File: src/hdl/cpi_pkg.sv
`default_nettype none

package cpi_pkg;

    localparam int CHAN_W  = 8;
    localparam int COLOR_W = 3 * CHAN_W;
    localparam int LABEL_W = 8;
    localparam int USED_W  = 9;
    localparam int LIMIT_W = 9;

    // reset value of the palette limit register
    localparam logic [LIMIT_W-1:0] LIMIT_RESET = 9'd256;

    // pixel as it travels down the cell chain
    typedef struct packed {
        logic [COLOR_W-1:0] color;     // red, green, blue from msb down
        logic               first;     // palette is emptied ahead of this pixel
        logic               done;      // label already settled upstream
        logic [LABEL_W-1:0] label;
        logic               added;
        logic               ovf;
    } pix_tok_t;

endpackage

`default_nettype wire

File: src/hdl/cpi_cell.sv
`default_nettype none

module cpi_cell #(
    parameter int INDEX = 0,
    parameter int CNT_W = 9
) (
    input  wire logic              clk,
    input  wire logic              rst_n,
    input  wire logic              advance,
    input  wire logic [8:0]        limit,
    input  wire logic              tok_valid,
    input  wire cpi_pkg::pix_tok_t tok_in,
    input  wire logic [CNT_W-1:0]  cnt_in,
    output logic                   tok_valid_out,
    output cpi_pkg::pix_tok_t      tok_out,
    output logic [CNT_W-1:0]       cnt_out
);
    import cpi_pkg::*;

    localparam int CMP_W = (CNT_W > LIMIT_W) ? CNT_W : LIMIT_W;
    localparam logic [LABEL_W-1:0] MY_LABEL = LABEL_W'(INDEX);
    localparam logic [CMP_W-1:0]   MY_INDEX = CMP_W'(INDEX);

    logic [COLOR_W-1:0] entry_reg;
    logic               used_reg;
    logic               used_next;
    logic               live;
    logic               match;
    logic               room;
    logic               take;
    logic               refuse;
    logic               tok_valid_reg;
    pix_tok_t           tok_reg;
    pix_tok_t           tok_next;
    logic [CNT_W-1:0]   cnt_reg;
    logic [CNT_W-1:0]   cnt_next;

    // compare against the stored entry, append at the first empty cell
    always_comb
    begin
        live   = used_reg && !tok_in.first;
        match  = live && (entry_reg == tok_in.color);
        room   = MY_INDEX < CMP_W'(limit);
        take   = tok_valid && !tok_in.done && !live && room;
        refuse = tok_valid && !tok_in.done && !live && !room;

        tok_next = tok_in;
        if (!tok_in.done && match)
        begin
            tok_next.done  = 1'b1;
            tok_next.label = MY_LABEL;
        end
        if (take)
        begin
            tok_next.done  = 1'b1;
            tok_next.label = MY_LABEL;
            tok_next.added = 1'b1;
        end
        if (refuse)
        begin
            tok_next.done  = 1'b1;
            tok_next.label = '0;
            tok_next.ovf   = 1'b1;
        end

        // used cells form a prefix, so counting them gives the palette size
        used_next = take || live;
        cnt_next  = cnt_in + CNT_W'(used_next);
    end

    // cell control state
    always_ff @(posedge clk or negedge rst_n)
    begin
        if (!rst_n)
        begin
            used_reg      <= 1'b0;
            tok_valid_reg <= 1'b0;
        end
        else if (advance)
        begin
            tok_valid_reg <= tok_valid;
            if (tok_valid)
            begin
                used_reg <= used_next;
            end
        end
    end

    // stored color and pixel handed to the next cell
    always_ff @(posedge clk)
    begin
        if (advance)
        begin
            tok_reg <= tok_next;
            cnt_reg <= cnt_next;
            if (take)
            begin
                entry_reg <= tok_in.color;
            end
        end
    end

    assign tok_valid_out = tok_valid_reg;
    assign tok_out       = tok_reg;
    assign cnt_out       = cnt_reg;

endmodule

`default_nettype wire

File: config.mk
export PLATFORM = sky130hd
export DESIGN_NAME = cpi_cell
export DESIGN_NICKNAME = d
export VERILOG_FILES = /design/src/hdl/cpi_pkg.sv /design/src/hdl/cpi_cell.sv
export SDC_FILE = /design/constraint.sdc
export NUM_CORES = 1
export LEC_CHECK = 0
export ABC_CLOCK_PERIOD_IN_PS = 3600
export BUFFER_PORTS_ARGS = -buffer_cell sky130_fd_sc_hd__clkbuf_2
export CAP_MARGIN = 20
export CORE_MARGIN = 3
export CORE_UTILIZATION = 54
export CTS_BUF_LIST = sky130_fd_sc_hd__clkbuf_8
export DETAILED_ROUTE_END_ITERATION = 6
export GPL_ROUTABILITY_DRIVEN = 0
export HOLD_SLACK_MARGIN = 0.05
export PLACE_DENSITY = 0.91
export SLEW_MARGIN = 5
export SYNTH_ARGS = -nofsm -noshare
export SYNTH_HDL_FRONTEND = slang
export SYNTH_SLANG_ARGS = --single-unit
File: constraint.sdc
create_clock -name clk -period 3.6 [get_ports clk]
set_input_delay 0.72 -clock clk [delete_from_list [all_inputs] [get_ports clk]]
set_output_delay 0.72 -clock clk [all_outputs]
set_load 0.005 [all_outputs]
==> results of run 1 <==
-- cell type report --
type,count,area [um2],area share (%)
Tap cell,67,83.8,2.39
Clock buffer,9,124,3.54
Timing Repair Buffer,105,531,15.1
Multi-Input combinational cell,82,602,17.2
Clock inverter,7,41.3,1.18
Sequential cell,71,2120,60.6
-- metal layers --
metal	vias up	share of wire [%]	global-route usage, %
li1	815	-	-
met1	794	42	23.7
met2	77	47	28.3
met3	13	8.1	6.46
met4	0	2.2	9.61
met5	-	0	0
-- cell usage after synthesis, drive strengths merged --
library cell / count
a21oi: 8
and3: 1
nand2: 10
and2: 2
nor2b: 1
clkbuf: 1
nand3b: 1
a22o: 1
nand2b: 3
dfrtp: 2
mux2: 1
o21bai: 1
nor3: 2
nor2: 1
xnor2: 29
a221o: 1
ha: 2
nor4: 2
nand3: 6
or3: 1
edfxtp: 69
xor2: 2
nand4: 7
-- metrics by stage --
stage	hold WS [ps]	utilization (%)	instances	setup WS (ps)	area, um2
3_3_place_gp	494	69.3	325	1140	3340
3_5_place_dp	512	69.3	325	1050	3340
4_1_cts	159	72.7	341	1400	3500
2_1_floorplan	424	-	154	1330	2730
5_1_grt	150	72.7	341	1240	3500
6_report	174	72.7	341	1380	3500
-- critical path: stages --
cell and delay (ps):
clkbuf_2 100, nand2b_4 130, nand3b_1 280, nand2b_1 270, nand2_1 70, ha_1 210, ha_1 250, nand4_1 120
xnor2_1 140
-- kinds of logic (layout without fill, tap and decap cells) --
logic type | after synthesis | count (layout) | synth area share (%)
and+or+nand+nor | 37 | 37 | 8.35
adders and majority gates | 2 | 2 | 0.917
AOI/OAI and AO/OA | 11 | 11 | 2.43
buffers and inverters | 1 | 121 | 0.137
muxes | 1 | 1 | 0.413
xor gates and xnor gates | 31 | 31 | 9.95
DFF | 71 | 71 | 77.8
-- report_power, final --
part           switching [uW]  internal, uW
combinational            82.3          78.5
clock                     284           244
sequential               16.4           966
-- how the worst max path moves through the flow --
stage                     from                      to  slack, ps  cells past startpoint
floorplan           tok_in[11]  entry_reg[0]$_DFFE_PP_       1330                      5
global placement    tok_in[11]    cnt_out[8]$_DFFE_PP_       1140                      9
detailed placement  tok_in[11]    cnt_out[8]$_DFFE_PP_       1050                      9
CTS                 tok_in[11]    cnt_out[8]$_DFFE_PP_       1400                      9
global route        tok_in[11]    cnt_out[8]$_DFFE_PP_       1240                      9
finish              tok_in[11]    cnt_out[8]$_DFFE_PP_       1380                      9
==> flow_metrics.py, run 1 <==
metrics = {
    "global_routing": {
        "grt_pass1_vias": 1714,
        "grt_util_all_layers_pct": 18.6,
        "grt_max_degree": 32,
        "grt_pass1_wl_um": 8180,
        "overflow": 0,
        "antenna_found_initial": 0,
    },
    "timing": {
        "rsz0062_at_grt": "no",
        "finalCritPeriodShare_pct": 61.7,
        "max_slew.worst_pin.slew_ps": 765,
        "max_slew_margin_pct": 49.0,
        "tns_ps": 0,
        "hold_violations": 0,
        "timing.fmax_mhz": 450,
        "skew_ps": 5.82,
        "setup_violations": 0,
        "fin_crit_ps": 2220,
        "slew_viol_final": 0,
    },
    "yosys": {
        "ys.warnings.count": 0,
        "synth_top_area_share_pct": 76.0,
        "netlist_instances": 154,
        "ys_top_cells_by_area": "edfxtp_1 76%, xnor2_1 9.3%, dfrtp_1 1.8%, nand4_1 1.6%, a21oi_1 1.5%",
        "synth_top_area_cell": "edfxtp_1",
        "synth_seq_cells": 71,
        "ys_types": 26,
        "syn_nets": 214,
        "syn-cell-area_um2": 2730,
        "yosysSeqAreaShare_pct": 77.8,
        "synth.avg_cell_area_um2": 17.7,
    },
    "routing": {
        "drc": 0,
        "drtAntennaViolNets": 0,
        "first_pass_iters": 4,
        "viasPerCell": 4.98,
        "wire_per_inst_um": 15.5,
        "vias": 1699,
        "routed_wl_um": 5300,
        "drtIter0Drc": 106,
    },
    "hold_path": {
        "min_path_type": "in2async",
    },
    "worst_setup_path": {
        "critPathArrivalTime_ps": 2310,
        "r2r.worst_path.cells": 8,
        "cp_max_fo": 11,
        "rrSetupSlack_ps": 1510,
        "r2r-start": "used_reg$_DFFE_PN0P_",
        "cp-start-kind": "primary input",
        "endpoint_kind": "register",
        "critPathKind": "in2reg",
        "required_ps": 3690,
        "r2r_end": "cnt_out[8]$_DFFE_PP_",
    },
    "layout": {
        "fillCellCount": 338,
        "drive_gt1_share_pct": 44.9,
        "antenna_cells": 0,
        "nNetsFinal": 329,
        "final_common_cell": "clkbuf_2",
        "largest_register_ffs": 36,
        "final_cell_mix": "103 x clkbuf_2, 69 x edfxtp_1, 29 x xnor2_1, 10 x nand2_1, 9 x clkbuf_8",
        "area_growth_pct": 28.4,
    },
    "floorplan": {
        "die_y_um": 77.1,
        "die_w_um": 77.1,
        "start_util_pct": 56.6,
        "rows": 25,
        "die_area_um2": 5940,
        "fp.coreArea_um2": 4820,
        "boundaryPins": 104,
    },
    "status": {
        "status": "finished, final reports clean",
    },
    "clocking": {
        "clock-root-buffer": "clkbuf_8",
        "cts_tree": "yes",
        "cts_num_sinks": 71,
        "hold_buffers": 0,
        "cts_buffers": 9,
        "postCtsSetupBuffers": 0,
        "clk_latency_ps": 330,
        "ctsLongestPathBuffers": 2,
        "ctsResizeCount": 0,
        "htreeDepth": 3,
        "path_clk_slew_ps": 70,
    },
    "pwr": {
        "power_density_nw_per_um2": 477,
        "vdd_ir_drop_max_mv": 0.339,
        "power_uw": 1670,
        "leakagePower_uw": 0.00141,
    },
    "place": {
        "hpwl_um": 3940,
        "port_buffers": 103,
    },
    "run": {
        "maxCapViolCount": 0,
    },
}
No activity file was read; power rests on OpenSTA's default activity.
==> run 2: changes to the inputs <==
Settings changed: ABC_AREA set to 1, ABC_CLOCK_PERIOD_IN_PS 3600 to 2000, CORE_UTILIZATION 54 to 46, PLACE_DENSITY 0.91 to 0.82.
Clock period 3.6 ns to 2 ns, I/O delays scaled along.
==> flow_metrics.py, run 2 <==
metrics = {
    "status": {
        "status": "finished, final reports clean",
    },
    "timing": {
        "finalCritPeriodShare_pct": 97.9,
        "skew_ps": 8.26,
        "timing.fmax_mhz": 511,
        "max_slew_margin_pct": 79.0,
        "setup_violations": 0,
        "slew_viol_final": 0,
        "tns_ps": 0,
        "max_slew.worst_pin.slew_ps": 315,
        "fin_crit_ps": 1960,
        "hold_violations": 0,
    },
    "global_routing": {
        "grt_pass1_wl_um": 9410,
        "grt_max_degree": 25,
        "antenna_found_initial": 0,
        "grt_pass1_vias": 2090,
        "grt_util_all_layers_pct": 17.0,
        "overflow": 0,
    },
    "routing": {
        "first_pass_iters": 4,
        "routed_wl_um": 5760,
        "drc": 0,
        "drtIter0Drc": 72,
        "drtAntennaViolNets": 0,
        "viasPerCell": 4.61,
        "vias": 2002,
        "wire_per_inst_um": 13.3,
    },
    "layout": {
        "final_common_cell": "clkbuf_2",
        "nNetsFinal": 414,
        "drive_gt1_share_pct": 37.6,
        "multi_input_area_um2": 606,
        "antenna_cells": 0,
        "fillCellCount": 506,
        "largest_register_ffs": 36,
        "final_cell_mix": "103 x clkbuf_2, 69 x edfxtp_1, 45 x nand2_1, 43 x inv_1, 36 x nor2_1",
        "seq_area_um2": 2120,
        "area_growth_pct": 31.9,
    },
    "worst_setup_path": {
        "path_buf_inv": 1,
        "critPathArrivalTime_ps": 2050,
        "critPathKind": "reg2reg",
        "path_delay_family": "simple AND/OR/NAND/NOR gates",
        "cp_max_fo": 2,
        "cpPeakStageDelay_ps": 390,
        "crit_path_cell_trace": "nand2_2 > nand3_2 > inv_1 > nand2_1 > nand2_1 > ha_2 > ha_4 > nand2_2 > nor3b_2 > nand3_1 > xnor2_1",
        "cp-start-kind": "register",
        "endpoint_kind": "register",
        "required_ps": 2090,
        "slowest_stage": "dfrtp_1",
    },
    "yosys": {
        "synth_most_common_cell": "edfxtp_1",
        "synth_top_area_cell": "edfxtp_1",
        "netlist_instances": 228,
        "synth.avg_cell_area_um2": 12.5,
        "synth_top_area_share_pct": 72.9,
        "ys_types": 15,
        "yosys.area_share.simple_pct": 13.7,
        "synthArstFlopShare_pct": 2.82,
        "synth_seq_cells": 71,
        "synth-edff-count": 69,
        "synth-adder-area-share_pct": 0.880,
        "yosys-top-cells-count": "69 x edfxtp_1, 47 x nand2_1, 39 x inv_1",
        "synth.area.mux_share_pct": 0,
        "synth_ff_type": "edfxtp_1",
        "ys.warnings.count": 0,
        "synth_xor_area_share_pct": 5.24,
        "synth_top_family_by_area": "simple AND/OR/NAND/NOR gates",
        "yosysSeqAreaShare_pct": 74.6,
        "ys_top_cells_by_area": "edfxtp_1 73%, nand2_1 6.2%, inv_1 5.1%, nor2_1 5.0%, xor2_1 4.0%",
        "synth_compound_area_share_pct": 0.440,
        "syn-cell-area_um2": 2840,
        "syn_nets": 288,
    },
    "pwr": {
        "power_uw": 3020,
        "vdd_ir_drop_max_mv": 0.470,
        "power_density_nw_per_um2": 805,
        "leakagePower_uw": 0.00179,
    },
    "clocking": {
        "clock-root-buffer": "clkbuf_8",
        "clk_latency_ps": 330,
        "ctsLongestPathBuffers": 2,
        "cts_buffers": 9,
        "cts_tree": "yes",
        "path_clk_slew_ps": 70,
        "htreeDepth": 3,
        "cts_num_sinks": 71,
    },
    "run": {
        "maxCapViolCount": 0,
    },
    "floorplan": {
        "start_util_pct": 47.8,
        "die_area_um2": 7160,
        "rows": 28,
        "boundaryPins": 104,
        "fp.coreArea_um2": 5960,
        "die_y_um": 84.6,
        "die_w_um": 84.6,
    },
    "hold_path": {
        "min_path_type": "in2reg",
    },
    "place": {
        "port_buffers": 103,
        "hpwl_um": 4280,
    },
}
## run 2: changes by cell type in the layout (fill, tap and decap cells not counted), moves of 8 or more
cell	delta
nand2_1	+35
xor2_1	+11
xnor2_1	-25
nor2_1	+35
buf_4	+8
inv_1	+42
## run 2: worst reg2reg max path, stage by stage, from the launching register on
cell     delay, ps
dfrtp_1        390
nand2_2         90
nand3_2         90
inv_1           70
nand2_1         80
nand2_1        110
ha_2           220
ha_4           150
nand2_2         60
nor3b_2        230
nand3_1        120
xnor2_1        130
## run 2: logic make-up after synthesis
kind of cell	after synthesis
buffers and inverters	39
xor gates and xnor gates	17
adders and majority gates	2
AOI/OAI and AO/OA	2
and+or+nand+nor	97
DFF	71
## run 2: area by class of cell
type,count,area share [%]
sequential,71,56.6
timing repair buffer,115,16.5
multi-input combinational,118,16.1
inverter,39,3.90
clock buffer,10,3.67
tap,75,2.50
clock inverter,6,0.667
## run 2: report_power, final
part           switching, uW  internal (uW)  total (uW)
sequential              27.8           1740        1760
combinational            167            150         317
clock                    475            462         937
## run 2: timing repair
| action | in CTS | in global routing |
|---|---|---|
| pin swaps | 1 | 3 |
| hold buffers | 1 | 0 |
| endpoints found under the setup margin | 1 | 3 |
| buffers inserted | 1 | 1 |
| resized for setup | 0 | 7 |
| hold endpoints to repair | 2 | 0 |
## run 2: stage by stage
stage,instances,setup WS (ps),hold slack [ps],cell area (um2),utilization [%]
2_1_floorplan,228,43.5,104,2850,-
3_3_place_gp,415,4.24,190,3540,59.4
3_5_place_dp,415,-171,192,3540,59.4
4_1_cts,433,21.5,272,3720,62.4
5_1_grt,434,-17.8,279,3750,63.0
6_report,434,42.8,290,3750,63.0
## run 2: worst paths after layout
path | startpoint | end | slack (ps) | cells past startpoint
worst max-delay path | used_reg$_DFFE_PN0P_ | cnt_out[8]$_DFFE_PP_ | 40 | 11
worst min-delay path | tok_in[14] | entry_reg[2]$_DFFE_PP_ | 290 | 1
worst max register to register | used_reg$_DFFE_PN0P_ | cnt_out[8]$_DFFE_PP_ | 40 | 11
worst min register to register | tok_valid_out$_DFFE_PN0P_ | tok_valid_out$_DFFE_PN0P_ | 490 | 2
max in group asynchronous | rst_n | tok_valid_out$_DFFE_PN0P_ | 1500 | 2
min in group asynchronous | rst_n | used_reg$_DFFE_PN0P_ | 400 | 2
## run 2: metal layers
layer | vias to the layer above | global-route usage, % | part of all wire, %
met5 | - | 0 | 0
met4 | 0 | 7.34 | 1.4
met3 | 9 | 5.00 | 7.5
met2 | 76 | 30.5 | 54
met1 | 927 | 18.6 | 37
li1 | 990 | - | -
